**config.mk**
```make
export PLATFORM = sky130hd
export DESIGN_NAME = gbe_blend
export DESIGN_NICKNAME = d
export VERILOG_FILES = /design/src/hdl/gbe_pkg.sv /design/src/hdl/gbe_blend.sv
export SDC_FILE = /design/constraint.sdc
export NUM_CORES = 2
export LEC_CHECK = 0
export BUFFER_PORTS_ARGS = -buffer_cell sky130_fd_sc_hd__clkbuf_2
export CAP_MARGIN = 10
export CORE_UTILIZATION = 35
export CTS_CLUSTER_DIAMETER = 60
export DETAILED_ROUTE_END_ITERATION = 8
export SYNTH_ARGS = -nofsm -noshare
export SYNTH_HDL_FRONTEND = slang
export SYNTH_SLANG_ARGS = --single-unit
```
**constraint.sdc**
```tcl
create_clock -name clk -period 18.7 [get_ports clk]
set_input_delay 1.87 -clock clk [delete_from_list [all_inputs] [get_ports clk]]
set_output_delay 1.87 -clock clk [all_outputs]
set_load 0.01 [all_outputs]
```
**src/hdl/gbe_pkg.sv**
```systemverilog
`timescale 1ns / 1ps
// ----------------------------------------------------------------------------
// Grid elevation package
// Shared constants, codes and types of the bilinear elevation grid.
// ----------------------------------------------------------------------------
package gbe_pkg;

  localparam int MAX_COLUMNS_DEF = 256;
  localparam int MAX_ROWS_DEF    = 256;
  localparam int SAMPLE_BITS_DEF = 32;

  // -9999.0 in Q16.16
  localparam logic signed [31:0] OUTSIDE_VALUE = -32'sd655294464;
  localparam logic [16:0]        ONE_Q16       = 17'h10000;
  localparam logic [15:0]        HALF_Q16      = 16'h8000;

  typedef enum logic {
    OP_WRITE = 1'b0,
    OP_QUERY = 1'b1
  } op_t;

  typedef enum logic [2:0] {
    CFG_ORIGIN_EAST    = 3'd0,
    CFG_ORIGIN_NORTH   = 3'd1,
    CFG_INV_CELL_EAST  = 3'd2,
    CFG_INV_CELL_NORTH = 3'd3,
    CFG_COLUMNS        = 3'd4,
    CFG_ROWS           = 3'd5
  } cfg_reg_t;

  typedef struct packed {
    logic signed [31:0] origin_east;
    logic signed [31:0] origin_north;
    logic [31:0]        inv_cell_east;
    logic [31:0]        inv_cell_north;
  } gbe_geom_t;

endpackage

```
**src/hdl/gbe_blend.sv**
```systemverilog
`timescale 1ns / 1ps
// ----------------------------------------------------------------------------
// Grid elevation linear blend
// a*(1-f) + b*f with Q0.16 weight, rounded half up; products then sum.
// ----------------------------------------------------------------------------
module gbe_blend (
  input  logic               clk,
  input  logic               en,
  input  logic signed [31:0] a,
  input  logic signed [31:0] b,
  input  logic [15:0]        f,
  output logic signed [31:0] y
);

  logic [16:0]        w;
  logic signed [49:0] pa_r;
  logic signed [48:0] pb_r;
  logic signed [50:0] sum;
  logic signed [31:0] y_r;

  assign w   = gbe_pkg::ONE_Q16 - {1'b0, f};
  assign sum = 51'(pa_r) + 51'(pb_r) + $signed(51'(gbe_pkg::HALF_Q16));

  always_ff @(posedge clk) begin
    if (en) begin
      pa_r <= 50'(a) * 50'($signed({1'b0, w}));
      pb_r <= 49'(b) * 49'($signed({1'b0, f}));
      y_r  <= sum[47:16];
    end
  end

  assign y = y_r;

endmodule

```
======== Word-level counts from Yosys, hierarchy flattened ========
Index checks and enable logic that the tools add are counted.
word-level totals
  register bits after elaboration ......... 128
  output and inout port bits .............. 32
operators by class
  add/sub/neg operators ................... 3
  multipliers ............................. 2
operator list
  kind                                                number
  adder 48 x 17 -> 48 bit, second input constant      1
  adder 48 bit                                        1
  multiplier 32 x 17 -> 48 bit                        1
  multiplier 32 x 18 -> 48 bit                        1
  subtractor 17 x 16 -> 17 bit, first input constant  1

======== Depth between registers and ports, before layout ========
  depth after elaboration ................. 2
  depth in mapped cells ................... 31
  mapped depth without buffers ............ 28

======== Worst setup path before layout ========
Ideal clock, no wire load.
  path kind ............................... input -> register
  start point ............................. in f[3]
  end point ............................... reg pa_r[46], data pin
  setup time .............................. 262 ps
  arrival ................................. 8920 ps
  data required time ...................... 18438 ps
  path slack .............................. 9518 ps
  stages on the path ...................... 28
  buffers on the path ..................... 2
  cell sequence ........................... clkbuf_1 -> or4_1 -> nand2b_1 -> nand2b_1 -> nor2_1 -> xnor2_1 -> clkbuf_1 -> nand2_1 -> fa_1 -> inv_1 -> fa_1 -> fa_1 -> fa_1 -> fa_1 -> inv_1 -> fa_1 -> inv_1 -> ha_1 -> a21o_1 -> a21o_1 -> a21oi_1 -> o21ai_0 -> a221o_1 -> a31oi_1 -> a21oi_1 -> a2111oi_0 -> o21bai_1 -> xor2_1
on the way
  cells in the longest elaborated chain, start to end .. 2
ends and longest elaborated chain
  element                       line             RTL
  start, declared               gbe_blend.sv:11  input logic [15:0] f,
  subtractor 17 x 16 -> 17 bit  gbe_blend.sv:21  assign w = gbe_pkg::ONE_Q16 - {1'b0, f};
  multiplier 32 x 18 -> 48 bit  gbe_blend.sv:26  pa_r <= 50'(a) * 50'($signed({1'b0, w}));
  end signal, assigned          gbe_blend.sv:26
  end, declared                 gbe_blend.sv:16  logic signed [49:0] pa_r;
No other way between the ends.
A chain may end at the register's enable or synchronous reset.

======== Worst setup path after layout ========
  start point ............................. in f[4]
  end point ............................... reg pa_r[47], data pin
Same word-level chain as after synthesis.

==> metrics.md <==
| Metric | Value |
|---|---|
| Setup CP Type | in -> reg |
| Slew Viols, Final | 0 |
| Post-synthesis xor/xnor area fraction | 2.81% |
| Final net count | 5887 |
| Max cap viols | 0 |
| Post-Route WL | approximately 100000 um |
| Crit-path max FO | 35 |
| Worst Hold Class | reg -> reg |
| Grt total ovfl | 0 |
| Initial antenna violation count | 5 |
| Initial Util | 35.3% |
| Largest net degree at the start of global routing | 66 |
| Die area | 122000 um2 |
| Synthesis-to-layout area growth | 6.88% |
| Endpoints failing setup | 0 |
| CTS Buffer Depth | 3 |
| Post-synth EDFFs | 128 |
| Yosys cell types | just under 70 |
| Crit path capture | pa_r[47] |
| Peak Freq | 0.0941 GHz |
| Fill cells | between 10000 and 15000 |
| Ys async rst share | 0% |
| Mux cell area share after synthesis | 0% |
| Core area | 120000 um2 |
| Clock transition at path regs | 0.06 ns |
| Vias in the first global route | 32600 |
| Slew HR | 24.8% |
| Simple logic cell fraction of the synthesized area | approximately 15% |
| Top_reg_cell synth | edfxtp_1 |
| Synth Instances | 4509 |
| Share of the yosys chip area belonging to registers | a little under a tenth |
| Element type at the critical path start | primary input |
| Die Width | 350 um |
| RSZ-0062 raised after global routing | no |
| All-Layer GR Usage | 18.0% |
| #FFs+latches synth | between 100 and 150 |
| WP data required | 19.01 ns |
| Worst r2r path cells | 12 |
| Area of the multi-input gates | 33800 um2 |
| Die Y-Extent | 350 um |
| DR pass1 iterations | 7 |
| Reg-to-reg critical path startpoint | pa_r[7] |
| RR Endpoint | y[31] |
| Syn avg cell area | approximately 9.4 um2 |
| Mapped Area | 42300 um2 |
| # hold bufs at CTS | 0 |
| HPWL after DPL | 83900 um |
| Largest family of logic cells by synthesized area | adder cells |
| Via/cell ratio | between 4 and 5 |
| Syn_nets | ~5900 |
| Post-CTS Resized | 0 |
| Worst setup EP type | flip-flop |
| Root buffer cell | clkbuf_16 |
| Setup crit start | f[4] |
| Hold slack | 0.787 ns |
| Postcts setup bufs | 0 |
| Clock latency on the worst-skew pair | 0.49 ns |
| CTS buffer count | 25 |
| Final cell count without fillers | between 6000 and 7000 |
| H-tree levels | 4 |
| Worst slew pin tran | 1.13 ns |
| Vias | just under 30000 |
| Status | finished, final reports clean |
| Number of port buffers | between 100 and 150 |
| Compound-Gate Fraction of Synth Area | roughly 5.2% |
| Routability cong. | 0.849 |
| Antenna Nets Post-Route | 0 |
| Sequential Area | 3840 um2 |
| CP arrival | 10.94 ns |
| Global-route wire length before repair | 174000 um |
| Num rows | 127 |
| R2R Setup Slk | roughly 15 ns |
| Post-Synth Adder-Cell Area | 56.4% |
| CTS Sinks | 128 |
| Share of layout cells above drive strength 1 | between 4 and 5% |
| Final period util | 56.8% |
| CTS tree | done |
| Setup TNS | 0 ns |
| DRC | 0 |
| Commonest non-fill, non-tap cell in the layout | inv_1 |
| 1st-iter DRT viols | 1450 |
| Worst Skew | 0.0235 ns |
| Ports | 114 |
| WL/cell | 17.1 um |
| Yosys Warn Count | 0 |
| Fin crit period | 10.63 ns |
| Fin. Hold Viols | 0 |
| Most frequent cells in the layout | 1113 x inv_1, 993 x fa_1, 657 x nand2_1, 439 x and2_1, 319 x ha_1 |
| Dpl cells | 6078 |
[Yosys cell counts (3+ instances only)]
master	n	area share (%)
nand2b_1	19	0.28
o211ai_1	3	0.053
a221o_1	5	0.12
a211o_1	6	0.12
o31a_1	3	0.062
nand3_1	17	0.20
a21oi_1	87	1.0
a221oi_1	4	0.083
nor3_1	25	0.30
edfxtp_1	128	9.1
nand2_1	657	5.8
or3_1	3	0.044
inv_1	1113	9.9
o21bai_1	13	0.23
ha_1	319	9.4
buf_1	3	0.027
nor4_1	7	0.10
and3_1	22	0.32
a211oi_1	9	0.16
or4_1	3	0.053
xnor2_1	107	2.2
xor2_1	29	0.60
o21a_1	27	0.48
o21ai_0	51	0.60
a31oi_1	7	0.10
nor2b_1	13	0.19
fa_1	993	47
o21ai_1	5	0.059
a21o_1	65	1.2
nand4_1	16	0.24
and4_1	4	0.083
nor2_1	78	0.69
clkbuf_1	181	1.6
o31ai_1	5	0.089
and2_1	439	6.5
[per-stage QoR]
step	setup slack, ns	area (um2)	utilization [%]
5_1_grt	7.48	45300	37.7
6_report	8.07	45300	37.7
3_5_place_dp	7.72	44600	37.2
2_1_floorplan	9.52	42300	-
3_3_place_gp	7.89	44600	37.2
4_1_cts	8.20	45300	37.7
[metal layers]
layer / global-route usage [%] / vias up / wire length, um
met1: 23.4 / 15600 / 44500
met5: 0 / - / 8
li1: - / 13300 / -
met3: 1.92 / 127 / 4620
met4: 3.97 / 2 / 2460
met2: 32.1 / 673 / 52900
[state kept, by name, summed over array words and instances, names as in the netlist]
register / flops
y: 32
pa_r: 48
pb_r: 48
[layout make-up]
| type | count | share of cell area, % |
|---|---|---|
| multi-input combinational | 3083 | 74.6 |
| inverter | 1113 | 9.23 |
| sequential | 128 | 8.49 |
| tap | 1612 | 4.46 |
| timing repair buffer | 142 | 1.74 |
| clock buffer | 26 | 1.39 |
| clock inverter | 7 | 0.0608 |
| antenna | 1 | 0.00553 |
[worst min path at each step]
stage / startpoint / end / slack (ns) / cells past startpoint
detailed placement: pb_r[47] / y[31] / 0.74 / 2
floorplan: pb_r[47] / y[31] / 0.63 / 2
CTS: pb_r[47] / y[31] / 0.76 / 2
global placement: pb_r[47] / y[31] / 0.77 / 2
finish: pb_r[47] / y[31] / 0.79 / 2
global route: pb_r[47] / y[31] / 0.82 / 2
[critical path: stages]
cell	delay, ns
clkbuf_2	0.68
nor2_1	0.18
nand2b_1	0.55
nor2_1	0.23
xnor2_4	0.91
and2_1	0.27
fa_1	0.44
inv_1	0.09
fa_1	0.45
fa_1	0.53
inv_1	0.06
fa_1	0.50
fa_1	0.50
inv_1	0.05
fa_1	0.50
inv_1	0.05
ha_1	0.36
nand3_1	0.21
a21oi_1	0.23
o211ai_1	0.20
a211oi_2	0.37
nor2_1	0.14
o31ai_1	0.58
nand4_1	0.27
a21o_1	0.27
o21a_1	0.20
a311oi_1	0.23
[cell families (layout without fill, tap and decap cells)]
family,Yosys count,count (layout)
other,0,1
flip-flops,128,128
XOR/XNOR,136,136
AO/OA/AOI/OAI,323,323
AND/OR/NAND/NOR,1312,1312
buffers and inverters,1298,1288
adder cells (fa/ha/maj),1312,1312
Power is left out: the tool's default activity adds up to more than one toggle a clock period on the data nets, which glitch-free logic cannot reach.
