File: src/hdl/gbe_pkg.sv
`timescale 1ns / 1ps
// ----------------------------------------------------------------------------
// Grid elevation package
// Shared constants, codes and types of the bilinear elevation grid.
// ----------------------------------------------------------------------------
package gbe_pkg;

  localparam int MAX_COLUMNS_DEF = 256;
  localparam int MAX_ROWS_DEF    = 256;
  localparam int SAMPLE_BITS_DEF = 32;

  // -9999.0 in Q16.16
  localparam logic signed [31:0] OUTSIDE_VALUE = -32'sd655294464;
  localparam logic [16:0]        ONE_Q16       = 17'h10000;
  localparam logic [15:0]        HALF_Q16      = 16'h8000;

  typedef enum logic {
    OP_WRITE = 1'b0,
    OP_QUERY = 1'b1
  } op_t;

  typedef enum logic [2:0] {
    CFG_ORIGIN_EAST    = 3'd0,
    CFG_ORIGIN_NORTH   = 3'd1,
    CFG_INV_CELL_EAST  = 3'd2,
    CFG_INV_CELL_NORTH = 3'd3,
    CFG_COLUMNS        = 3'd4,
    CFG_ROWS           = 3'd5
  } cfg_reg_t;

  typedef struct packed {
    logic signed [31:0] origin_east;
    logic signed [31:0] origin_north;
    logic [31:0]        inv_cell_east;
    logic [31:0]        inv_cell_north;
  } gbe_geom_t;

endpackage

File: src/hdl/gbe_cfg_if.sv
`timescale 1ns / 1ps
// ----------------------------------------------------------------------------
// Grid elevation configuration channel
// Valid/ready register write channel: register index and write data.
// ----------------------------------------------------------------------------
interface gbe_cfg_if;
  logic        valid;
  logic        ready;
  logic [2:0]  index;
  logic [31:0] data;

  modport source(output valid, index, data, input ready);
  modport sink(input valid, index, data, output ready);
endinterface

File: src/hdl/gbe_cfg.sv
`timescale 1ns / 1ps
// ----------------------------------------------------------------------------
// Grid elevation configuration registers
// Holds origin, reciprocal spacing and grid size; derives last cell indexes.
// ----------------------------------------------------------------------------
module gbe_cfg #(
  parameter int MAX_COLUMNS = gbe_pkg::MAX_COLUMNS_DEF,
  parameter int MAX_ROWS    = gbe_pkg::MAX_ROWS_DEF,
  localparam int CIW        = $clog2(MAX_COLUMNS),
  localparam int RIW        = $clog2(MAX_ROWS)
) (
  input  logic              clk,
  input  logic              rst_n,
  gbe_cfg_if.sink           cfg_ch,
  output gbe_pkg::gbe_geom_t geom,
  output logic [CIW-1:0]    last_col,
  output logic [RIW-1:0]    last_row
);

  gbe_pkg::gbe_geom_t geom_r;
  logic [8:0]         columns_r;
  logic [8:0]         rows_r;

  assign cfg_ch.ready = 1'b1;

  always_ff @(posedge clk) begin
    if (!rst_n) begin
      geom_r.origin_east    <= '0;
      geom_r.origin_north   <= '0;
      geom_r.inv_cell_east  <= 32'd65536;
      geom_r.inv_cell_north <= 32'd65536;
      columns_r             <= 9'd256;
      rows_r                <= 9'd256;
    end else if (cfg_ch.valid && cfg_ch.ready) begin
      case (gbe_pkg::cfg_reg_t'(cfg_ch.index))
        gbe_pkg::CFG_ORIGIN_EAST:    geom_r.origin_east    <= $signed(cfg_ch.data);
        gbe_pkg::CFG_ORIGIN_NORTH:   geom_r.origin_north   <= $signed(cfg_ch.data);
        gbe_pkg::CFG_INV_CELL_EAST:  geom_r.inv_cell_east  <= cfg_ch.data;
        gbe_pkg::CFG_INV_CELL_NORTH: geom_r.inv_cell_north <= cfg_ch.data;
        gbe_pkg::CFG_COLUMNS:        columns_r             <= cfg_ch.data[8:0];
        gbe_pkg::CFG_ROWS:           rows_r                <= cfg_ch.data[8:0];
        default: ;
      endcase
    end
  end

  always_comb begin
    if (columns_r == 9'd0) begin
      last_col = '0;
    end else if (32'(columns_r) > 32'(MAX_COLUMNS)) begin
      last_col = CIW'(MAX_COLUMNS - 1);
    end else begin
      last_col = CIW'(columns_r - 9'd1);
    end
    if (rows_r == 9'd0) begin
      last_row = '0;
    end else if (32'(rows_r) > 32'(MAX_ROWS)) begin
      last_row = RIW'(MAX_ROWS - 1);
    end else begin
      last_row = RIW'(rows_r - 9'd1);
    end
  end

  assign geom = geom_r;

endmodule

File: src/flat_wrapper.sv
// flat-port wrapper written by rule: the top's interface ports become plain ports
module gbe_cfg_flat 
#(
  parameter int MAX_COLUMNS = gbe_pkg::MAX_COLUMNS_DEF,
  parameter int MAX_ROWS    = gbe_pkg::MAX_ROWS_DEF,
  localparam int CIW        = $clog2(MAX_COLUMNS),
  localparam int RIW        = $clog2(MAX_ROWS)
)
  (clk, rst_n, geom, last_col, last_row, cfg_ch_valid, cfg_ch_index, cfg_ch_data, cfg_ch_ready);
  gbe_cfg_if cfg_ch_i ();
  input  logic clk;
  input  logic rst_n;
  output gbe_pkg::gbe_geom_t geom;
  output logic [CIW-1:0] last_col;
  output logic [RIW-1:0] last_row;
  input wire logic [$bits(cfg_ch_i.valid)-1:0] cfg_ch_valid;
  input wire logic [$bits(cfg_ch_i.index)-1:0] cfg_ch_index;
  input wire logic [$bits(cfg_ch_i.data)-1:0] cfg_ch_data;
  output wire logic [$bits(cfg_ch_i.ready)-1:0] cfg_ch_ready;
  assign cfg_ch_i.valid = cfg_ch_valid;
  assign cfg_ch_i.index = cfg_ch_index;
  assign cfg_ch_i.data = cfg_ch_data;
  assign cfg_ch_ready = cfg_ch_i.ready;
  gbe_cfg #(.MAX_COLUMNS(MAX_COLUMNS), .MAX_ROWS(MAX_ROWS)) u_core (.clk(clk), .rst_n(rst_n), .cfg_ch(cfg_ch_i), .geom(geom), .last_col(last_col), .last_row(last_row));
endmodule
File: config.mk
export PLATFORM = sky130hd
export DESIGN_NAME = gbe_cfg_flat
export DESIGN_NICKNAME = d
export VERILOG_FILES = /design/src/hdl/gbe_pkg.sv /design/src/hdl/gbe_cfg_if.sv /design/src/hdl/gbe_cfg.sv /design/src/flat_wrapper.sv
export SDC_FILE = /design/constraint.sdc
export NUM_CORES = 1
export LEC_CHECK = 0
export ABC_AREA = 1
export BUFFER_PORTS_ARGS = -buffer_cell sky130_fd_sc_hd__buf_4
export CORE_ASPECT_RATIO = 0.6
export CORE_UTILIZATION = 30
export CTS_CLUSTER_SIZE = 20
export DETAILED_ROUTE_END_ITERATION = 10
export GPL_TIMING_DRIVEN = 0
export PLACE_DENSITY = 0.63
export REMOVE_ABC_BUFFERS = 1
export SLEW_MARGIN = 5
export SYNTH_ARGS = -nofsm -noshare
export SYNTH_HDL_FRONTEND = slang
export SYNTH_SLANG_ARGS = --single-unit
File: constraint.sdc
create_clock -name clk -period 1.39 [get_ports clk]
set_input_delay 0.139 -clock clk [delete_from_list [all_inputs] [get_ports clk]]
set_output_delay 0.139 -clock clk [all_outputs]
set_load 0.05 [all_outputs]
# After elaboration in Yosys (flattened, before gate mapping)
# Cells that the tools add are included.
dict set report totals {
  regBits 146
  input_bits 38
  word_cells 28
}
dict set report classes {
  addsub 2
  n_lt_le_gt_ge 2
  n_eq_ne 5
  mux 4
  reduce_logical 9
}
# operator count
set ops {}
lappend ops {{$mux W8} 4}
lappend ops {{$gt A9 B9 Y1 const B} 2}
lappend ops {{$logic_not A9 Y1} 2}
lappend ops {{$sub A8 B1 Y8 const B} 2}
lappend ops {{$reduce_and A2 Y1} 6}
lappend ops {{$eq A3 B2 Y1 const B} 2}
lappend ops {{$eq A3 B3 Y1 const B} 2}
lappend ops {{$eq A3 B1 Y1 const B} 1}
lappend ops {{$logic_not A3 Y1} 1}

# Longest topological paths before layout
dict set report logic_depth {
  ltp_word 3
  mapped_depth 8
  mapped_depth_nobuf 8
}

# Worst setup path after synthesis
# OpenSTA, ideal clock, no wires.
dict set report synth_timing {
  kind {register to output}
  from {register u_core.columns_r[0]}
  to {output last_col[0]}
  arrival_time_ns 1.934
  path_slack_ns -0.683
  path_stages_with_launch 8
  path_buffers 0
  cell_sequence {dfxtp_1 inv_1 ha_1 nand3_1 nor2_1 nand2_1 inv_1 o21ai_0}
}
dict set report synth_between {
  elab_chain_cells 3
  elab_cells_between_ends 5
}
# element line
set synth_rtl {}
lappend synth_rtl {{start, declared} gbe_cfg.sv:21} ;# logic [8:0] columns_r;
lappend synth_rtl {{start signal, assigned} gbe_cfg.sv:40} ;# gbe_pkg::CFG_COLUMNS: columns_r <= cfg_ch.data[8:0];
lappend synth_rtl {{$sub A8 B1 Y8 or $gt A9 B9 Y1 (tied branches)} {gbe_cfg.sv:53, gbe_cfg.sv:50}}
lappend synth_rtl {{$mux W8} gbe_cfg.sv:50} ;# end else if (32'(columns_r) > 32'(MAX_COLUMNS)) begin
lappend synth_rtl {{$mux W8 (*)} gbe_cfg.sv:48} ;# if (columns_r == 9'd0) begin
lappend synth_rtl {{end, declared} flat_wrapper.sv:14} ;# output logic [CIW-1:0] last_col;
# Mark *: on every way between the ends. The rest lies on a longest branch, timed or not.

# Worst setup path in the final report
dict set report layout_timing {
  from {register u_core.columns_r[1]}
  to {output last_col[1]}
}
# Same word-level chain as after synthesis.

==> metrics.md <==
| Metric | Value |
|---|---|
| Crit path DAT | 1.71 ns |
| GR Util All Layers | 19.47% |
| Initial Util | slightly above 30% |
| Final wirelength | 18.65 mm |
| Clk_skew | 0 ns |
| Detailed-router iteration count before antenna repair | 5 |
| Sequential cell area | 2934 µm² |
| Area of the multi-input gates | about 2500 µm² |
| Critical Path Source Type | flip-flop |
| Slew @ Worst Pin | between 1 and 1.5 ns |
| # clock sinks | between 100 and 150 |
| Clk slew on worst S/H paths | about 0.06 ns |
| Post-DP HPWL | around 11 mm |
| Mapped Area | about 5500 µm² |
| Post-synthesis cell type count | 24 |
| PwrDens | around 1300 nW/µm² |
| Final number of hold-violating endpoints | 0 |
| Vias per inst | ~4.6 |
| R2r endpoint | u_core.rows_r[0] |
| Final-layout fill cell count | 1787 |
| Leakage Power | ~3.8 nW |
| Failing checks | setup timing |
| Syn avg cell area | approximately 7.5 µm² |
| Ys async rst share | 0% |
| Fin crit period | around 1.8 ns |
| CP Class | flip-flop to primary output |
| CTS root buf | clkbuf_16 |
| Synthesis-to-finish area growth | 50.51% |
| Ys flop type | dfxtp_1 |
| Synth top cells by count | nor2_1, dfxtp_1, o21ai_0 |
| Maximum fanout along the worst path | 6 |
| Setup crit end | last_col[1] |
| Vias in the first global route | approximately 5000 |
| Gr ovfl total | 0 |
| DIE WIDTH | around 180 µm |
| Yosys reg bits | between 100 and 150 |
| Clock Path Buffers | 2 |
| Total CTS buffers | 17 |
| Slew HR | between 10% and 20% |
| Final worst setup slack | -0.4594 ns |
| Setup TNS | -6.669 ns |
| CP Data Required Time | 1.25 ns |
| Site Rows | 38 |
| RSZ-0062 raised after global routing | true |
| Worst skew pair latency | just over 0.4 ns |
| Ranking of synthesized cells by area | dfxtp_1, nor2_1, o21ai_0, nand2_1, a21oi_1 |
| R2r worst-path depth | 5 |
| IO buf count | 181 |
| Tot Pwr | between 10 and 15 mW |
| Number of synthesized flops with an enable pin | 0 |
| Seq/Total Area, Yosys | about 53% |
| R2R Setup Slk | roughly 0.45 ns |
| Routed len/inst | 15.62 µm |
| HP Class | input pin to flip-flop |
| Most frequent cell after synthesis | nor2_1 |
| Dominant cell type by area after synthesis | dfxtp_1 |
| Syn Inst Count | between 700 and 800 |
| CTS tree | built |
| Fin util | 46.08% |
| Via count | between 5000 and 6000 |
| Final Net Count | roughly 980 |
| Top Ports | 183 |
| RD Place Congestion | a little under 0.8 |
| Antenna violations before repair | 0 |
| Run status | complete, but fails checks |
| Fmax | 540.7 MHz |
| Remaining DRCs | 0 |
| H-tree lvl count | 4 |
| Worst Setup End Kind | primary output |
| Layout cell share with drive strength beyond 1 | a little under a third |
| Final non-filler cell total | around 1200 |
| Worst VDD drop | ~0.00065 V |
| Yosys warning total | 0 |
| Setup-failing EPs final | 16 |
| Crit path from | u_core.columns_r[1] |
| Slew Limit Fails | 0 |
| Post-route ant nets | 0 |
| Period utilisation layout | 133.1% |
| First-pass GRT wire length | approximately 28 mm |
| Area of the die | about 19000 µm² |
| Ant diodes | 0 |
| DP Cell Count | 1116 |
| Worst r2r src | u_core.rows_r[0] |
| DRT iter0 DRCs | 365 |
| Core area | ~18000 µm² |
| Die Y | 107.2 µm |
| Share of the synthesized area in the top cell type | 52.84% |
| Largest net degree at the start of global routing | around 150 |
| MaxCap Viol Count | 0 |
-- power breakdown --
group	leakage, nW	switching (mW)	internal (mW)
Clock	0.288	1.85	2.89
Combinational	2.32	1.33	0.676
Sequential	1.19	0.0889	4.33
-- area by class of cell --
type	instances	share of cell area, %
flip-flops and latches	146	35.24
multi-input cells	519	29.94
repair buffers	227	22.24
clock buffers	21	5.410
well taps	240	3.607
clock inverters	11	1.849
inverters	30	1.713
-- routing by layer --
metal  wire (µm)  track usage (%)  part of all wire (%)  vias up
met5           0                0                     0        -
met1        9246            26.50                    50     2505
li1            -                -                     -     2774
met4          29            5.433                  0.16        0
met2        7880            28.57                    42      177
met3        1496            7.128                   8.0        2
-- registers in the layout (all words and copies together), names as in the netlist --
signal            count
u_core.columns_r      9
u_core.geom         128
u_core.rows_r         9
-- how the worst min path moves through the flow --
stage,to,startpoint,depth (start not counted)
final,u_core.geom[1],cfg_ch_data[1],3
after global routing,u_core.rows_r[2],cfg_ch_data[2],3
after CTS,u_core.geom[8],cfg_ch_data[8],3
after detailed placement,u_core.geom[43],cfg_ch_data[11],3
after global placement,u_core.geom[48],cfg_ch_data[16],3
after floorplan,u_core.columns_r[8],rst_n,1
-- cells by family after synthesis --
| logic type | Yosys count | synth area share, % |
|---|---|---|
| xor gates and xnor gates | 6 | 0.9500 |
| adders and majority gates | 4 | 0.9048 |
| AOI/OAI and AO/OA | 171 | 15.47 |
| and+or+nand+nor | 336 | 23.82 |
| buffers and inverters | 73 | 5.949 |
| other | 1 | 0.06779 |
| DFF | 146 | 52.84 |
-- critical path, stage by stage, from the launching register on --
cell     delay (ns)
dfxtp_2        0.32
inv_2          0.09
ha_4           0.15
nand3_4        0.09
o21ai_4        0.27
buf_4          0.17
o21ai_2        0.05
buf_6          0.15
-- repair_timing --
| action | 4_1_cts | 5_1_grt |
|---|---|---|
| setup endpoints to repair | 112 | 87 |
| hold endpoints to repair | 83 | 0 |
| pin swaps | 18 | 8 |
| hold buffers | 24 | 0 |
| resized for setup | 74 | 28 |
| gates cloned | 1 | 0 |
| buffers inserted | 16 | 5 |
-- stage by stage --
step                worst slack [ns]  hold slack (ns)  cell area (µm²)
floorplan                    -0.6826           0.2231             5315
detailed placement            -1.168           0.3951             7012
global route                 -0.5573          0.02354             8325
global placement              -1.556           0.3833             6974
CTS                          -0.4705         0.002890             8204
finish                       -0.4594          0.01951             8325
-- layout by cell type (no fill, tap or decap), types with 11 or more instances in the layout --
cell type | Yosys | routed
dlygate4sd3_1 | 0 | 24
clkbuf_16 | 0 | 17
buf_6 | 3 | 18
nor2_1 | 277 | 269
nand3_1 | 15 | 11
buf_4 | 3 | 184
nand2_1 | 35 | 25
o21ai_0 | 141 | 136
a21oi_1 | 22 | 17
dfxtp_1 | 146 | 137
inv_1 | 23 | 13
(Power assumes the default switching activity.)
